===== src/design/pts_pkg.sv =====
`timescale 1ns / 1ps
// ----------------------------------------------------------------------------
// pts_pkg: shared types and constants of the periodic timer task scheduler
// Holds the table size, the field widths, the command and result codes and
// the packed item types of both channels.
// ----------------------------------------------------------------------------
package pts_pkg;

    // Table size and derived widths.
    localparam int SLOTS   = 16;
    localparam int IDX_W   = $clog2(SLOTS);
    localparam int MAX_OUT = 16;
    localparam int CNT_W   = $clog2(MAX_OUT + 1);

    // Field widths.
    localparam int TIME_W = 48;
    localparam int ID_W   = 32;
    localparam int PER_W  = 32;
    localparam int BW_W   = 16;
    localparam int DIV_CNT_W = $clog2(TIME_W + 1);

    // Reset value of the batch window register.
    localparam logic [BW_W-1:0] BW_RESET = 16'd100;

    // Input commands.
    localparam logic [1:0] CMD_ADD    = 2'd0;
    localparam logic [1:0] CMD_CANCEL = 2'd1;
    localparam logic [1:0] CMD_TICK   = 2'd2;

    // Result kinds.
    localparam logic [1:0] KIND_ADD    = 2'd0;
    localparam logic [1:0] KIND_CANCEL = 2'd1;
    localparam logic [1:0] KIND_FIRE   = 2'd2;

    // One input item.
    typedef struct packed {
        logic [1:0]       command;
        logic [ID_W-1:0]  delay;
        logic [PER_W-1:0] period;
        logic [ID_W-1:0]  cancel_id;
    } in_item_t;

    // One result item.
    typedef struct packed {
        logic [1:0]        kind;
        logic [ID_W-1:0]   task_id;
        logic [TIME_W-1:0] fire_time;
        logic              ok;
        logic              last;
    } out_item_t;

endpackage


===== src/design/pts_rem_unit.sv =====
`timescale 1ns / 1ps
// ----------------------------------------------------------------------------
// pts_rem_unit: iterative remainder unit
// Restoring division of a 48-bit dividend by a 32-bit divisor, one quotient
// bit per cycle. Only the remainder is kept; done pulses when it is ready.
// ----------------------------------------------------------------------------
module pts_rem_unit
(
    input  logic                       clk,
    input  logic                       rst_n,
    input  logic                       start,
    input  logic [pts_pkg::TIME_W-1:0] dividend,
    input  logic [pts_pkg::PER_W-1:0]  divisor,
    output logic                       done,
    output logic [pts_pkg::PER_W-1:0]  remainder
);

    logic [pts_pkg::PER_W-1:0]     rem_reg;
    logic [pts_pkg::TIME_W-1:0]    dvd_reg;
    logic [pts_pkg::PER_W-1:0]     dsr_reg;
    logic [pts_pkg::DIV_CNT_W-1:0] cnt_reg;
    logic                          busy_reg;
    logic                          done_reg;

    logic [pts_pkg::PER_W:0] trial;
    logic [pts_pkg::PER_W:0] diff;
    logic                    fits;

    // One restoring step: shift in the next dividend bit and subtract if it fits.
    always_comb
    begin
        trial = {rem_reg, dvd_reg[pts_pkg::TIME_W-1]};
        diff  = trial - {1'b0, dsr_reg};
        fits  = (trial >= {1'b0, dsr_reg});
    end

    // Control of the iteration.
    always_ff @(posedge clk or negedge rst_n)
    begin
        if (!rst_n)
        begin
            busy_reg <= 1'b0;
            done_reg <= 1'b0;
            cnt_reg  <= '0;
        end
        else
        begin
            done_reg <= 1'b0;
            if (start)
            begin
                busy_reg <= 1'b1;
                cnt_reg  <= '0;
            end
            else if (busy_reg)
            begin
                cnt_reg <= cnt_reg + 1'b1;
                if (cnt_reg == pts_pkg::DIV_CNT_W'(pts_pkg::TIME_W - 1))
                begin
                    busy_reg <= 1'b0;
                    done_reg <= 1'b1;
                end
            end
        end
    end

    // Datapath of the iteration.
    always_ff @(posedge clk)
    begin
        if (start)
        begin
            rem_reg <= '0;
            dvd_reg <= dividend;
            dsr_reg <= divisor;
        end
        else if (busy_reg)
        begin
            rem_reg <= fits ? diff[pts_pkg::PER_W-1:0] : trial[pts_pkg::PER_W-1:0];
            dvd_reg <= {dvd_reg[pts_pkg::TIME_W-2:0], 1'b0};
        end
    end

    assign done      = done_reg;
    assign remainder = rem_reg;

endmodule


===== src/design/periodic_timer_task_scheduler.sv =====
`timescale 1ns / 1ps
// ----------------------------------------------------------------------------
// periodic_timer_task_scheduler: table of one-shot and periodic timer tasks
// An add item stores a task, a cancel item deactivates one, and a tick item
// advances time and fires the due tasks in trigger order.
// ----------------------------------------------------------------------------
// Usage:
// The input channel carries one command item per handshake (in_valid, in_stall,
// in_item). The block takes one item at a time: in_stall stays high until all
// results of the current item have been handed to the output register.
// The output channel (out_valid, out_stall, out_item) is a register, so the
// next item can be taken while the final result still waits downstream; the
// final result of each item carries last.
// Per item: an add needs no scan; a cancel scans every slot; a tick scans every
// slot and, when something is due, runs for every taken task one selection scan
// over the slots and one handling step, one more selection scan that finds
// nothing left, and the shared remainder unit when a periodic task has to skip
// missed periods. The slot scans go one entry per cycle and the remainder unit
// is bit-serial. When the receiver stalls, the sequencer waits with its next
// fired task until the output register frees up. Reset clears time to zero,
// the next id to one, frees every slot and sets the batch window to 100.
// cfg_we writes the batch window; the user must assert it only while the block
// is idle, and the block itself does not enforce this.
// ----------------------------------------------------------------------------
module periodic_timer_task_scheduler
(
    input  logic                     clk,
    input  logic                     rst_n,
    input  logic                     in_valid,
    output logic                     in_stall,
    input  pts_pkg::in_item_t        in_item,
    output logic                     out_valid,
    input  logic                     out_stall,
    output pts_pkg::out_item_t       out_item,
    input  logic                     cfg_we,
    input  logic [pts_pkg::BW_W-1:0] cfg_wdata
);

    // Sequencer states.
    localparam logic [2:0] S_IDLE  = 3'd0;
    localparam logic [2:0] S_CSCAN = 3'd1;
    localparam logic [2:0] S_SCAN  = 3'd2;
    localparam logic [2:0] S_PICK  = 3'd3;
    localparam logic [2:0] S_PROC  = 3'd4;
    localparam logic [2:0] S_DIV   = 3'd5;
    localparam logic [2:0] S_FLUSH = 3'd6;

    localparam logic [pts_pkg::IDX_W-1:0] LAST_IDX = pts_pkg::IDX_W'(pts_pkg::SLOTS - 1);

    // Control registers.
    logic [2:0]                   state_reg, state_next;
    logic [pts_pkg::IDX_W-1:0]    idx_reg, idx_next;
    logic [pts_pkg::TIME_W-1:0]   now_reg, now_next;
    logic [pts_pkg::ID_W-1:0]     next_id_reg, next_id_next;
    logic [pts_pkg::BW_W-1:0]     bw_reg, bw_next;
    logic [pts_pkg::SLOTS-1:0]    used_reg;
    logic [pts_pkg::SLOTS-1:0]    taken_reg;
    logic                         found_reg, found_next;
    logic                         any_reg, any_next;
    logic                         bvalid_reg, bvalid_next;
    logic [pts_pkg::CNT_W-1:0]    fcnt_reg, fcnt_next;
    logic                         hold_valid_reg, hold_valid_next;
    logic                         out_valid_reg, out_valid_next;

    // Payload registers.
    logic [pts_pkg::SLOTS-1:0]    live_reg;
    logic [pts_pkg::TIME_W-1:0]   due_reg   [pts_pkg::SLOTS];
    logic [pts_pkg::PER_W-1:0]    per_reg   [pts_pkg::SLOTS];
    logic [pts_pkg::ID_W-1:0]     ident_reg [pts_pkg::SLOTS];
    logic [pts_pkg::ID_W-1:0]     cid_reg, cid_next;
    logic [pts_pkg::TIME_W-1:0]   earliest_reg, earliest_next;
    logic [pts_pkg::IDX_W-1:0]    best_reg, best_next;
    logic [pts_pkg::TIME_W-1:0]   bdue_reg, bdue_next;
    pts_pkg::out_item_t           hold_reg, hold_next;
    pts_pkg::out_item_t           out_reg, out_next;

    // Slot read port and helpers.
    logic [pts_pkg::IDX_W-1:0]    rd_idx;
    logic [pts_pkg::TIME_W-1:0]   rd_due;
    logic [pts_pkg::PER_W-1:0]    rd_per;
    logic [pts_pkg::ID_W-1:0]     rd_ident;
    logic                         rd_used;
    logic                         rd_live;
    logic [pts_pkg::TIME_W:0]     bend;
    logic                         out_free;
    logic                         in_accept;
    logic [pts_pkg::IDX_W-1:0]    free_idx;
    logic                         free_any;
    logic [pts_pkg::TIME_W-1:0]   add_due;
    logic [pts_pkg::ID_W-1:0]     id_inc;

    // Write strobes for the slot table.
    logic                         add_we;
    logic                         due_we;
    logic [pts_pkg::TIME_W-1:0]   due_wdata;
    logic                         used_clr;
    logic                         live_clr;
    logic                         taken_we;
    logic                         taken_val;
    logic                         taken_clr;
    logic                         emit;
    pts_pkg::out_item_t           emit_item;

    // Scan temporaries.
    logic                         hit;
    logic                         found_n;
    logic                         upd;
    logic                         any_n;
    logic [pts_pkg::TIME_W-1:0]   earl_n;
    logic                         cand;
    logic                         bv_n;
    logic                         fire_now;

    // Remainder unit.
    logic                         div_start;
    logic                         div_done;
    logic [pts_pkg::PER_W-1:0]    div_rem;

    pts_rem_unit u_rem
    (
        .clk       (clk),
        .rst_n     (rst_n),
        .start     (div_start),
        .dividend  (now_reg - rd_due),
        .divisor   (rd_per),
        .done      (div_done),
        .remainder (div_rem)
    );

    // Shared read port: the scan index, or the chosen slot while it is handled.
    assign rd_idx   = (state_reg == S_PROC || state_reg == S_DIV) ? best_reg : idx_reg;
    assign rd_due   = due_reg[rd_idx];
    assign rd_per   = per_reg[rd_idx];
    assign rd_ident = ident_reg[rd_idx];
    assign rd_used  = used_reg[rd_idx];
    assign rd_live  = live_reg[rd_idx];

    assign bend      = {1'b0, now_reg} + {{(pts_pkg::TIME_W + 1 - pts_pkg::BW_W){1'b0}}, bw_reg};
    assign out_free  = !out_valid_reg || !out_stall;
    assign in_stall  = (state_reg != S_IDLE);
    assign in_accept = in_valid && !in_stall;
    assign add_due   = now_reg + {{(pts_pkg::TIME_W - pts_pkg::ID_W){1'b0}}, in_item.delay};
    assign id_inc    = next_id_reg + 1'b1;

    // Lowest free slot.
    always_comb
    begin
        free_idx = '0;
        free_any = 1'b0;
        for (int i = pts_pkg::SLOTS - 1; i >= 0; i--)
        begin
            if (!used_reg[i])
            begin
                free_idx = pts_pkg::IDX_W'(i);
                free_any = 1'b1;
            end
        end
    end

    // Sequencer.
    always_comb
    begin
        state_next      = state_reg;
        idx_next        = idx_reg;
        now_next        = now_reg;
        next_id_next    = next_id_reg;
        bw_next         = bw_reg;
        found_next      = found_reg;
        any_next        = any_reg;
        bvalid_next     = bvalid_reg;
        fcnt_next       = fcnt_reg;
        cid_next        = cid_reg;
        earliest_next   = earliest_reg;
        best_next       = best_reg;
        bdue_next       = bdue_reg;
        add_we          = 1'b0;
        due_we          = 1'b0;
        due_wdata       = rd_due;
        used_clr        = 1'b0;
        live_clr        = 1'b0;
        taken_we        = 1'b0;
        taken_val       = 1'b0;
        taken_clr       = 1'b0;
        emit            = 1'b0;
        emit_item       = '0;
        div_start       = 1'b0;
        hit             = rd_used && (rd_ident == cid_reg);
        found_n         = found_reg || hit;
        upd             = rd_used && (!any_reg || rd_due < earliest_reg);
        any_n           = any_reg || rd_used;
        earl_n          = upd ? rd_due : earliest_reg;
        cand            = taken_reg[idx_reg] && (!bvalid_reg || rd_due < bdue_reg);
        bv_n            = bvalid_reg || cand;
        fire_now        = rd_live && (fcnt_reg < pts_pkg::CNT_W'(pts_pkg::MAX_OUT));

        if (cfg_we)
        begin
            bw_next = cfg_wdata;
        end

        unique case (state_reg)
            S_IDLE:
            begin
                if (in_accept)
                begin
                    priority case (in_item.command)
                        pts_pkg::CMD_ADD:
                        begin
                            emit = 1'b1;
                            if (free_any)
                            begin
                                add_we    = 1'b1;
                                emit_item = '{pts_pkg::KIND_ADD, next_id_reg, add_due,
                                              1'b1, 1'b0};
                                next_id_next = (id_inc == '0) ? pts_pkg::ID_W'(1) : id_inc;
                            end
                            else
                            begin
                                emit_item = '{pts_pkg::KIND_ADD, '0, '0, 1'b0, 1'b0};
                            end
                            state_next = S_FLUSH;
                        end
                        pts_pkg::CMD_CANCEL:
                        begin
                            cid_next   = in_item.cancel_id;
                            found_next = 1'b0;
                            idx_next   = '0;
                            state_next = S_CSCAN;
                        end
                        pts_pkg::CMD_TICK:
                        begin
                            now_next   = now_reg + 1'b1;
                            idx_next   = '0;
                            any_next   = 1'b0;
                            fcnt_next  = '0;
                            state_next = S_SCAN;
                        end
                        default:
                        begin
                            state_next = S_IDLE;
                        end
                    endcase
                end
            end

            // Cancel: deactivate every stored task with the id.
            S_CSCAN:
            begin
                live_clr   = hit;
                found_next = found_n;
                if (idx_reg == LAST_IDX)
                begin
                    emit       = 1'b1;
                    emit_item  = '{pts_pkg::KIND_CANCEL, cid_reg, '0, found_n, 1'b0};
                    state_next = S_FLUSH;
                end
                else
                begin
                    idx_next = idx_reg + 1'b1;
                end
            end

            // Tick: find the earliest trigger and mark the batch in one pass.
            S_SCAN:
            begin
                taken_we      = 1'b1;
                taken_val     = rd_used && ({1'b0, rd_due} <= bend);
                any_next      = any_n;
                earliest_next = earl_n;
                if (idx_reg == LAST_IDX)
                begin
                    idx_next    = '0;
                    bvalid_next = 1'b0;
                    if (!any_n || earl_n > now_reg)
                    begin
                        state_next = S_FLUSH;
                    end
                    else
                    begin
                        state_next = S_PICK;
                    end
                end
                else
                begin
                    idx_next = idx_reg + 1'b1;
                end
            end

            // Select the taken task with the earliest trigger, lower slot on ties.
            S_PICK:
            begin
                bvalid_next = bv_n;
                if (cand)
                begin
                    best_next = idx_reg;
                    bdue_next = rd_due;
                end
                if (idx_reg == LAST_IDX)
                begin
                    state_next = bv_n ? S_PROC : S_FLUSH;
                end
                idx_next = idx_reg + 1'b1;
            end

            // Report the chosen task if it is live and the per-tick limit is not reached, then reschedule or free it.
            S_PROC:
            begin
                if (!(fire_now && hold_valid_reg && !out_free))
                begin
                    taken_clr   = 1'b1;
                    idx_next    = '0;
                    bvalid_next = 1'b0;
                    state_next  = S_PICK;
                    if (fire_now)
                    begin
                        emit      = 1'b1;
                        emit_item = '{pts_pkg::KIND_FIRE, rd_ident, rd_due, 1'b1, 1'b0};
                        fcnt_next = fcnt_reg + 1'b1;
                    end
                    if (rd_live && rd_per != '0)
                    begin
                        if (rd_due <= now_reg)
                        begin
                            div_start  = 1'b1;
                            state_next = S_DIV;
                        end
                        else
                        begin
                            due_we    = 1'b1;
                            due_wdata = rd_due + {{(pts_pkg::TIME_W - pts_pkg::PER_W){1'b0}},
                                                  rd_per};
                        end
                    end
                    else
                    begin
                        used_clr = 1'b1;
                    end
                end
            end

            // Next period after now: now - ((now - due) mod period) + period.
            S_DIV:
            begin
                if (div_done)
                begin
                    due_we     = 1'b1;
                    due_wdata  = now_reg
                               - {{(pts_pkg::TIME_W - pts_pkg::PER_W){1'b0}}, div_rem}
                               + {{(pts_pkg::TIME_W - pts_pkg::PER_W){1'b0}}, rd_per};
                    state_next = S_PICK;
                end
            end

            S_FLUSH:
            begin
                if (!hold_valid_reg || out_free)
                begin
                    state_next = S_IDLE;
                end
            end

            default:
            begin
                state_next = S_IDLE;
            end
        endcase
    end

    // Result path: a one-item hold register in front of the output register,
    // so the final result can be marked last.
    always_comb
    begin
        hold_next       = hold_reg;
        hold_valid_next = hold_valid_reg;
        out_next        = out_reg;
        out_valid_next  = out_valid_reg && out_stall;
        if (emit)
        begin
            if (hold_valid_reg)
            begin
                out_next       = hold_reg;
                out_next.last  = 1'b0;
                out_valid_next = 1'b1;
            end
            hold_next       = emit_item;
            hold_valid_next = 1'b1;
        end
        else if (state_reg == S_FLUSH && hold_valid_reg && out_free)
        begin
            out_next        = hold_reg;
            out_next.last   = 1'b1;
            out_valid_next  = 1'b1;
            hold_valid_next = 1'b0;
        end
    end

    // Control state.
    always_ff @(posedge clk or negedge rst_n)
    begin
        if (!rst_n)
        begin
            state_reg      <= S_IDLE;
            idx_reg        <= '0;
            now_reg        <= '0;
            next_id_reg    <= pts_pkg::ID_W'(1);
            bw_reg         <= pts_pkg::BW_RESET;
            used_reg       <= '0;
            taken_reg      <= '0;
            found_reg      <= 1'b0;
            any_reg        <= 1'b0;
            bvalid_reg     <= 1'b0;
            fcnt_reg       <= '0;
            hold_valid_reg <= 1'b0;
            out_valid_reg  <= 1'b0;
        end
        else
        begin
            state_reg      <= state_next;
            idx_reg        <= idx_next;
            now_reg        <= now_next;
            next_id_reg    <= next_id_next;
            bw_reg         <= bw_next;
            found_reg      <= found_next;
            any_reg        <= any_next;
            bvalid_reg     <= bvalid_next;
            fcnt_reg       <= fcnt_next;
            hold_valid_reg <= hold_valid_next;
            out_valid_reg  <= out_valid_next;
            if (add_we)
            begin
                used_reg[free_idx] <= 1'b1;
            end
            if (used_clr)
            begin
                used_reg[best_reg] <= 1'b0;
            end
            if (taken_we)
            begin
                taken_reg[idx_reg] <= taken_val;
            end
            if (taken_clr)
            begin
                taken_reg[best_reg] <= 1'b0;
            end
        end
    end

    // Slot table and payload.
    always_ff @(posedge clk)
    begin
        cid_reg      <= cid_next;
        earliest_reg <= earliest_next;
        best_reg     <= best_next;
        bdue_reg     <= bdue_next;
        hold_reg     <= hold_next;
        out_reg      <= out_next;
        if (add_we)
        begin
            live_reg[free_idx]  <= 1'b1;
            due_reg[free_idx]   <= add_due;
            per_reg[free_idx]   <= in_item.period;
            ident_reg[free_idx] <= next_id_reg;
        end
        if (live_clr)
        begin
            live_reg[idx_reg] <= 1'b0;
        end
        if (due_we)
        begin
            due_reg[best_reg] <= due_wdata;
        end
    end

    assign out_valid = out_valid_reg;
    assign out_item  = out_reg;

    // The hold register is always drained before the block takes a new item.
    a_hold_empty_idle: assert property (@(posedge clk) disable iff (!rst_n)
        (state_reg == S_IDLE) |-> !hold_valid_reg)
        else $error("result left in hold register while idle");

    // The remainder unit only reports while the sequencer waits for it.
    a_div_done_state: assert property (@(posedge clk) disable iff (!rst_n)
        div_done |-> (state_reg == S_DIV))
        else $error("remainder ready outside of the division state");

    // Add and cancel replies are always the single, final result of their item.
    a_reply_last: assert property (@(posedge clk) disable iff (!rst_n)
        (out_valid_reg && out_reg.kind != pts_pkg::KIND_FIRE) |-> out_reg.last)
        else $error("add or cancel reply not marked last");

    // No more fired results than allowed per tick.
    a_fire_count: assert property (@(posedge clk) disable iff (!rst_n)
        fcnt_reg <= pts_pkg::CNT_W'(pts_pkg::MAX_OUT))
        else $error("too many fired results in one tick");

endmodule


===== config.mk =====
export PLATFORM = sky130hd
export DESIGN_NAME = periodic_timer_task_scheduler
export DESIGN_NICKNAME = d
export VERILOG_FILES = /design/src/design/pts_pkg.sv /design/src/design/pts_rem_unit.sv /design/src/design/periodic_timer_task_scheduler.sv
export SDC_FILE = /design/constraint.sdc
export NUM_CORES = 2
export LEC_CHECK = 0
export ABC_AREA = 1
export BUFFER_PORTS_ARGS = -buffer_cell sky130_fd_sc_hd__buf_2
export CAP_MARGIN = 25
export CORE_MARGIN = 2
export CORE_UTILIZATION = 35
export CTS_CLUSTER_DIAMETER = 200
export CTS_CLUSTER_SIZE = 20
export DETAILED_ROUTE_END_ITERATION = 12
export MAX_ROUTING_LAYER = met4
export SYNTH_ARGS = -nofsm -noshare
export SYNTH_HDL_FRONTEND = slang
export SYNTH_SLANG_ARGS = --single-unit

===== constraint.sdc =====
create_clock -name clk -period 10.9 [get_ports clk]
set_clock_uncertainty 0.2 [all_clocks]
set_input_delay 2.18 -clock clk [delete_from_list [all_inputs] [get_ports clk]]
set_output_delay 2.18 -clock clk [all_outputs]
set_load 0.01 [all_outputs]

---- Word-level counts from Yosys, hierarchy flattened ----
Memories as Yosys holds them, arrays and structs flattened.
Index checks and enable logic that the tools add are counted.
storage, ports and cells
  bits in registers ....................... 580
  bits in writable memories ............... 1792
  input port bits ......................... 119
  output and inout port bits .............. 86
  memories kept ........................... 3
cells by class
  add/subtract/negate cells ............... 12
  order comparisons ....................... 14
  eq/ne operators ......................... 24
  muxes and demuxes ....................... 152
  bitwise gates (word level) .............. 7
  reductions and logical operators ........ 57
memory list
  name       words  width  rd ports  clocked after memory_dff  write ports  RTL line                             text
  due_reg    16     48     1         0                         1            periodic_timer_task_scheduler.sv:67  logic [pts_pkg::TIME_W-1:0] due_reg [pts_pkg::SLOTS];
  ident_reg  16     32     1         0                         1            periodic_timer_task_scheduler.sv:69  logic [pts_pkg::ID_W-1:0] ident_reg [pts_pkg::SLOTS];
  per_reg    16     32     1         0                         1            periodic_timer_task_scheduler.sv:68  logic [pts_pkg::PER_W-1:0] per_reg [pts_pkg::SLOTS];
operator list
  operator               number
  $mux 84                5
  $mux 48                8
  $pmux 84 s3            1
  $mux 82                3
  $add 48x32->48         3
  $lt 48x48->1           2
  $mux 16                6
  $pmux 48 s2            1
  $mux 4                 23
  $mux 83                1
  $mux 1                 69
  $mux 32                2
  $add 48x16->49         1
  $le 48x49->1           1
  $add 48x1->48 const B  1
  $and 16x16->16         3
  $gt 48x48->1           1
  $le 48x48->1           1
  $reduce_or 48->1       1
  $sub 48x32->48         1
  $sub 48x48->48         1
  $ge 33x32->1           1
  $add 32x1->32 const B  1
  $eq 32x32->1           1
  other kinds (47)       128

---- Depth between registers and ports, before layout ----
  depth after elaboration ................. 24
  mapped depth ............................ 52
  gate-level depth less buffers ........... 41

---- Cells and area by module ----
Synthesis repeated with hierarchy kept, for this count alone.
unflattened totals
  cell total of the unflattened synthesis .. 12257
  area, all modules ....................... 118851.5 um^2
modules (own cells, without submodules)
  module                         instances  cells an instance  area an instance (um^2)  seq. area each (um^2)
  periodic_timer_task_scheduler  1          11197              111256.7                 66744.0
  pts_rem_unit                   1          1060               7594.8                   3243.1

---- Worst setup path after synthesis ----
No wires, ideal clock.
  kind .................................... input to register
  from .................................... input port out_stall
  to ...................................... register out_reg, in the netlist out_item[0] (enable)
  setup time .............................. 642 ps
  arrival ................................. 8796 ps
  required time ........................... 10058 ps
  setup slack ............................. 1262 ps
  cell stages on the path ................. 7
  buffers on the path ..................... 0
  cell sequence ........................... nand2_1 -> nor2_1 -> nand2_1 -> nand2_2 -> nor2_4 -> nor3_1 -> o21ai_0
on the way
  longest elaborated chain between the ends .. 8
  elaborated cells on any way between the ends .. 10
ends and longest elaborated chain
  item                                                              RTL line                              text
  start: declaration                                                periodic_timer_task_scheduler.sv:33   input logic out_stall,
  $logic_not 1->1 (*)                                               periodic_timer_task_scheduler.sv:139  assign out_free = !out_valid_reg || !out_stall;
  $logic_or 1x1->1 (*)                                              periodic_timer_task_scheduler.sv:139
  $logic_not 1->1                                                   periodic_timer_task_scheduler.sv:308  if (!(fire_now && hold_valid_reg && !out_free))
  $logic_and 1x1->1                                                 periodic_timer_task_scheduler.sv:308
  $mux 1                                                            periodic_timer_task_scheduler.sv:308
  $pmux 1 s3                                                        periodic_timer_task_scheduler.sv:201  unique case (state_reg)
  $ne 2x2->1 (no source line) or $reduce_bool 2->1 (tied branches)  n/a
  $reduce_and 2->1 (no source line) (*)                             n/a
  end signal: assignment                                            periodic_timer_task_scheduler.sv:456  out_reg <= out_next;
  end: declaration                                                  periodic_timer_task_scheduler.sv:75   pts_pkg::out_item_t out_reg, out_next;
Mark *: on every way between the ends. The rest lies on a longest branch, timed or not.
A chain may end at the register's enable or synchronous reset.

---- Final worst setup path ----
  from .................................... register state_reg[1]
  to ...................................... memory due_reg[7][41] (netlist bit) (enable)
on the way
  longest elaborated chain between the ends .. 14
  elaborated cells on any way between the ends .. 31
ends and longest elaborated chain
  item                                                    RTL line                              text
  start: declaration                                      periodic_timer_task_scheduler.sv:51   logic [2:0] state_reg, state_next;
  start signal: assignment                                periodic_timer_task_scheduler.sv:418  state_reg <= state_next;
  branches (longest 14 deep; another with $mem_v2 16x48)  n/a
  end: declaration                                        periodic_timer_task_scheduler.sv:67
Parallel ways; which one is timed is not known. The select of a mux whose other input is x is not followed.

==> impl_metrics.json <==
{
  "synth-edff-count": 2171,
  "final_antenna_net_count": 0,
  "outcome": "finished, final reports clean",
  "yosysTopAreaCell": "edfxtp_1",
  "cts-buffers-inserted": 144,
  "r2r_end": "due_reg[7][41]$_DFFE_PP_",
  "worstSetupStartpointType": "flip-flop",
  "firstDrtPassIters": 6,
  "grt_pass1_vias": 81100,
  "core_area_sq_mm": 0.334,
  "row_count": 212,
  "rr_worst_depth": 26,
  "synth_nets": 12400,
  "yosys_warnings": 0,
  "grt_pass1_wl_microns": 568000,
  "cts_sinks": 2372,
  "fill_cells": 33000,
  "cts_tree": "yes",
  "fp.dieW_microns": 584,
  "post_drt_wl_per_cell_microns": 24.1,
  "endpoint_kind": "flip-flop",
  "clk_latency_ns": 0.89,
  "ctsHoldBuffers": 0,
  "routabilityCongestion": 1.04,
  "maxCapViolCount": 0,
  "cts_resized": 0,
  "hold_viol": 0,
  "critPathLaunch": "state_reg[1]$_DFFE_PN0P_",
  "synthDistinctLibCells": 69,
  "hold_path.class": "reg2reg",
  "grt_max_degree": 165,
  "drive_gt1_frac": 0.0571,
  "crit_required_ns": 11.21,
  "seq_area_frac_synth": 0.594,
  "num_vias": 87500,
  "clock_path_buffers": 4,
  "syn_area_sq_mm": 0.118,
  "synth-async-reset-ratio": 0.0645,
  "first_iter_violations": 10000,
  "synth_top_area_share": 0.554,
  "vias_per_cell": 5.35,
  "ioPinCount": 205,
  "worstSetupPathType": "reg2reg",
  "seq_area_sq_mm": 0.0700,
  "ys_top_cells_by_area": "edfxtp_1, nand2_1, nand3_1",
  "dpl_cell_area_sq_mm": 0.123,
  "fin_crit_sh": 0.865,
  "clockRootBuffer": "clkbuf_16",
  "ys.flop_type": "edfxtp_1",
  "tightest_slew_ns": 1.22,
  "slew_headroom": 0.184,
  "die-area_sq_mm": 0.341,
  "htree_levels": 4,
  "grtUsageTotal": 0.232,
  "fin_util": 0.382,
  "drv_slew": 0,
  "crit_fanout": 94,
  "fmax_ghz": 0.106,
  "synth_seq_cells": 2372,
  "r2r-start": "state_reg[1]$_DFFE_PN0P_",
  "setup_viol_count_final": 0,
  "cts_setup_buffers": 0,
  "multi_input_area_sq_mm": 0.0405,
  "arrival_ns": 9.73,
  "dp.final_hpwl_microns": 258000,
  "area_growth_syn_to_layout_pct": 8.35,
  "critical_path.endpoint": "due_reg[7][41]$_DFFE_PP_",
  "rsz0062_at_grt": "no",
  "tns_ns": 0,
  "overflow": 0,
  "fp.dieH_microns": 584,
  "start_util": 0.352,
  "fin_area_sq_mm": 0.128,
  "antenna_found_initial": 31,
  "r2r_slack_ns": 1.48,
  "totalWireLength_microns": 395000,
  "remaining_drc_errors": 0,
  "syn_inst": 11800,
  "path_clk_slew_ns": 0.11,
  "numPortBuffers": 204,
  "num-nets-final": 12400,
  "largest_reg_flops": 768,
  "period_minus_slack_ns": 9.42,
  "syn_avg_cell_area_sq_um": 9.95
}
==> layout by cell type (no fill, tap or decap), drive strengths merged, types with 19 or more instances in the layout <==
master	synthesis	routed
o21a	25	25
nor2	515	515
fa	37	37
xor2	192	192
nor4	35	35
xnor2	85	85
dfrtp	149	149
nor3	96	96
o21ai	442	442
clkbuf	92	222
a31oi	58	58
nand4	76	76
a21boi	28	28
nand3	1820	1820
o211ai	47	47
o22ai	43	43
ha	425	425
a21oi	450	450
dfxtp	48	48
buf	400	372
or2	19	19
inv	1283	1286
nand2	3097	3097
o221ai	47	47
diode	0	27
edfxtp	2171	2171
a211oi	24	24
==> cells by family after synthesis <==
family	after synthesis	share of synthesized area
AO/OA/AOI/OAI	1244	0.0604
adder cells (fa/ha/maj)	462	0.0515
buffers and inverters	1779	0.0653
flip-flops	2372	0.594
XOR/XNOR	277	0.0206
multiplexers	16	0.00153
AND/OR/NAND/NOR	5680	0.206
==> worst min-delay path by stage <==
stage	slack (ns)	cells after the start	from	end
after floorplan	0.20	0	hold_reg[10]$_DFFE_PP_	out_item[10]$_DFFE_PP_
after global placement	0.20	0	hold_reg[69]$_DFFE_PP_	out_item[69]$_DFFE_PP_
after detailed placement	0.20	0	hold_reg[14]$_DFFE_PP_	out_item[14]$_DFFE_PP_
after CTS	0.22	0	hold_reg[15]$_DFFE_PP_	out_item[15]$_DFFE_PP_
after global routing	0.23	0	hold_reg[22]$_DFFE_PP_	out_item[22]$_DFFE_PP_
final	0.22	0	hold_reg[48]$_DFFE_PP_	out_item[48]$_DFFE_PP_
==> cells in the mapped netlist, drive strengths merged, types with 6 or more instances <==
cell     number
o2111ai       7
a221oi        7
o21bai       12
a2bb2oi       6
nand3b        8
nor4         35
fa           37
dfxtp        48
nand2      3097
and3          6
o221ai       47
xnor2        85
nor3         96
edfxtp     2171
or2          19
buf         400
xor2        192
o21ai       442
a31oi        58
a22oi        11
a211oi       24
clkbuf       92
mux2         16
a21o         16
inv        1283
a21oi       450
a21boi       28
nor2        515
o21a         25
o211ai       47
ha          425
nand3      1820
nand4        76
dfrtp       149
o22ai        43
==> layer usage <==
| metal | part of all wire | vias up | track usage | wire length [microns] |
|---|---|---|---|---|
| met1 | 0.43 | 42800 | 0.315 | 170000 |
| met3 | 0.079 | 602 | 0.0361 | 31400 |
| met4 | 0.041 | 0 | 0.0881 | 16300 |
| met5 | 0 | - | - | 0 |
| li1 | - | 40500 | - | - |
| met2 | 0.45 | 3579 | 0.350 | 177000 |
==> layout make-up <==
class,instances,area share
diodes,27,0.000530
clock buffers,217,0.0306
clock inverters,5,0.000343
inverters,1287,0.0380
multi-input cells,7679,0.317
flip-flops and latches,2372,0.549
well taps,4387,0.0430
repair buffers,377,0.0219
==> metrics by stage <==
| stage | hold slack (ns) | instances | setup WS (ns) |
|---|---|---|---|
| 5_1_grt | 0.227 | 16300 | 1.12 |
| 3_3_place_gp | 0.202 | 16100 | 1.87 |
| 6_report | 0.222 | 16400 | 1.48 |
| 2_1_floorplan | 0.200 | 11800 | 1.26 |
| 4_1_cts | 0.223 | 16300 | 1.81 |
| 3_5_place_dp | 0.205 | 16100 | 1.83 |
==> worst max-delay path, stage by stage (launching register included) <==
cell	delay, ns
dfrtp_1	0.55
inv_2	0.14
nand2_4	0.33
nand2_2	0.43
nand2_8	0.67
buf_4	0.58
nand2_1	0.11
nand3_1	0.11
nand3_1	0.09
nand3_1	0.12
nand2_1	0.47
ha_1	0.58
nand2_1	0.11
o21ai_0	0.38
nand2_1	0.09
nand2_1	0.12
nand2_1	0.06
nand2_1	0.20
nand3_1	0.11
nand3_1	0.60
inv_1	0.40
nand4_1	0.30
nand2_4	0.13
o21ai_1	0.22
nand3_1	0.36
nor2_4	0.90
buf_4	0.48
Power is left out: the tool's default activity adds up to more than one toggle a clock period on the data nets, which glitch-free logic cannot reach.
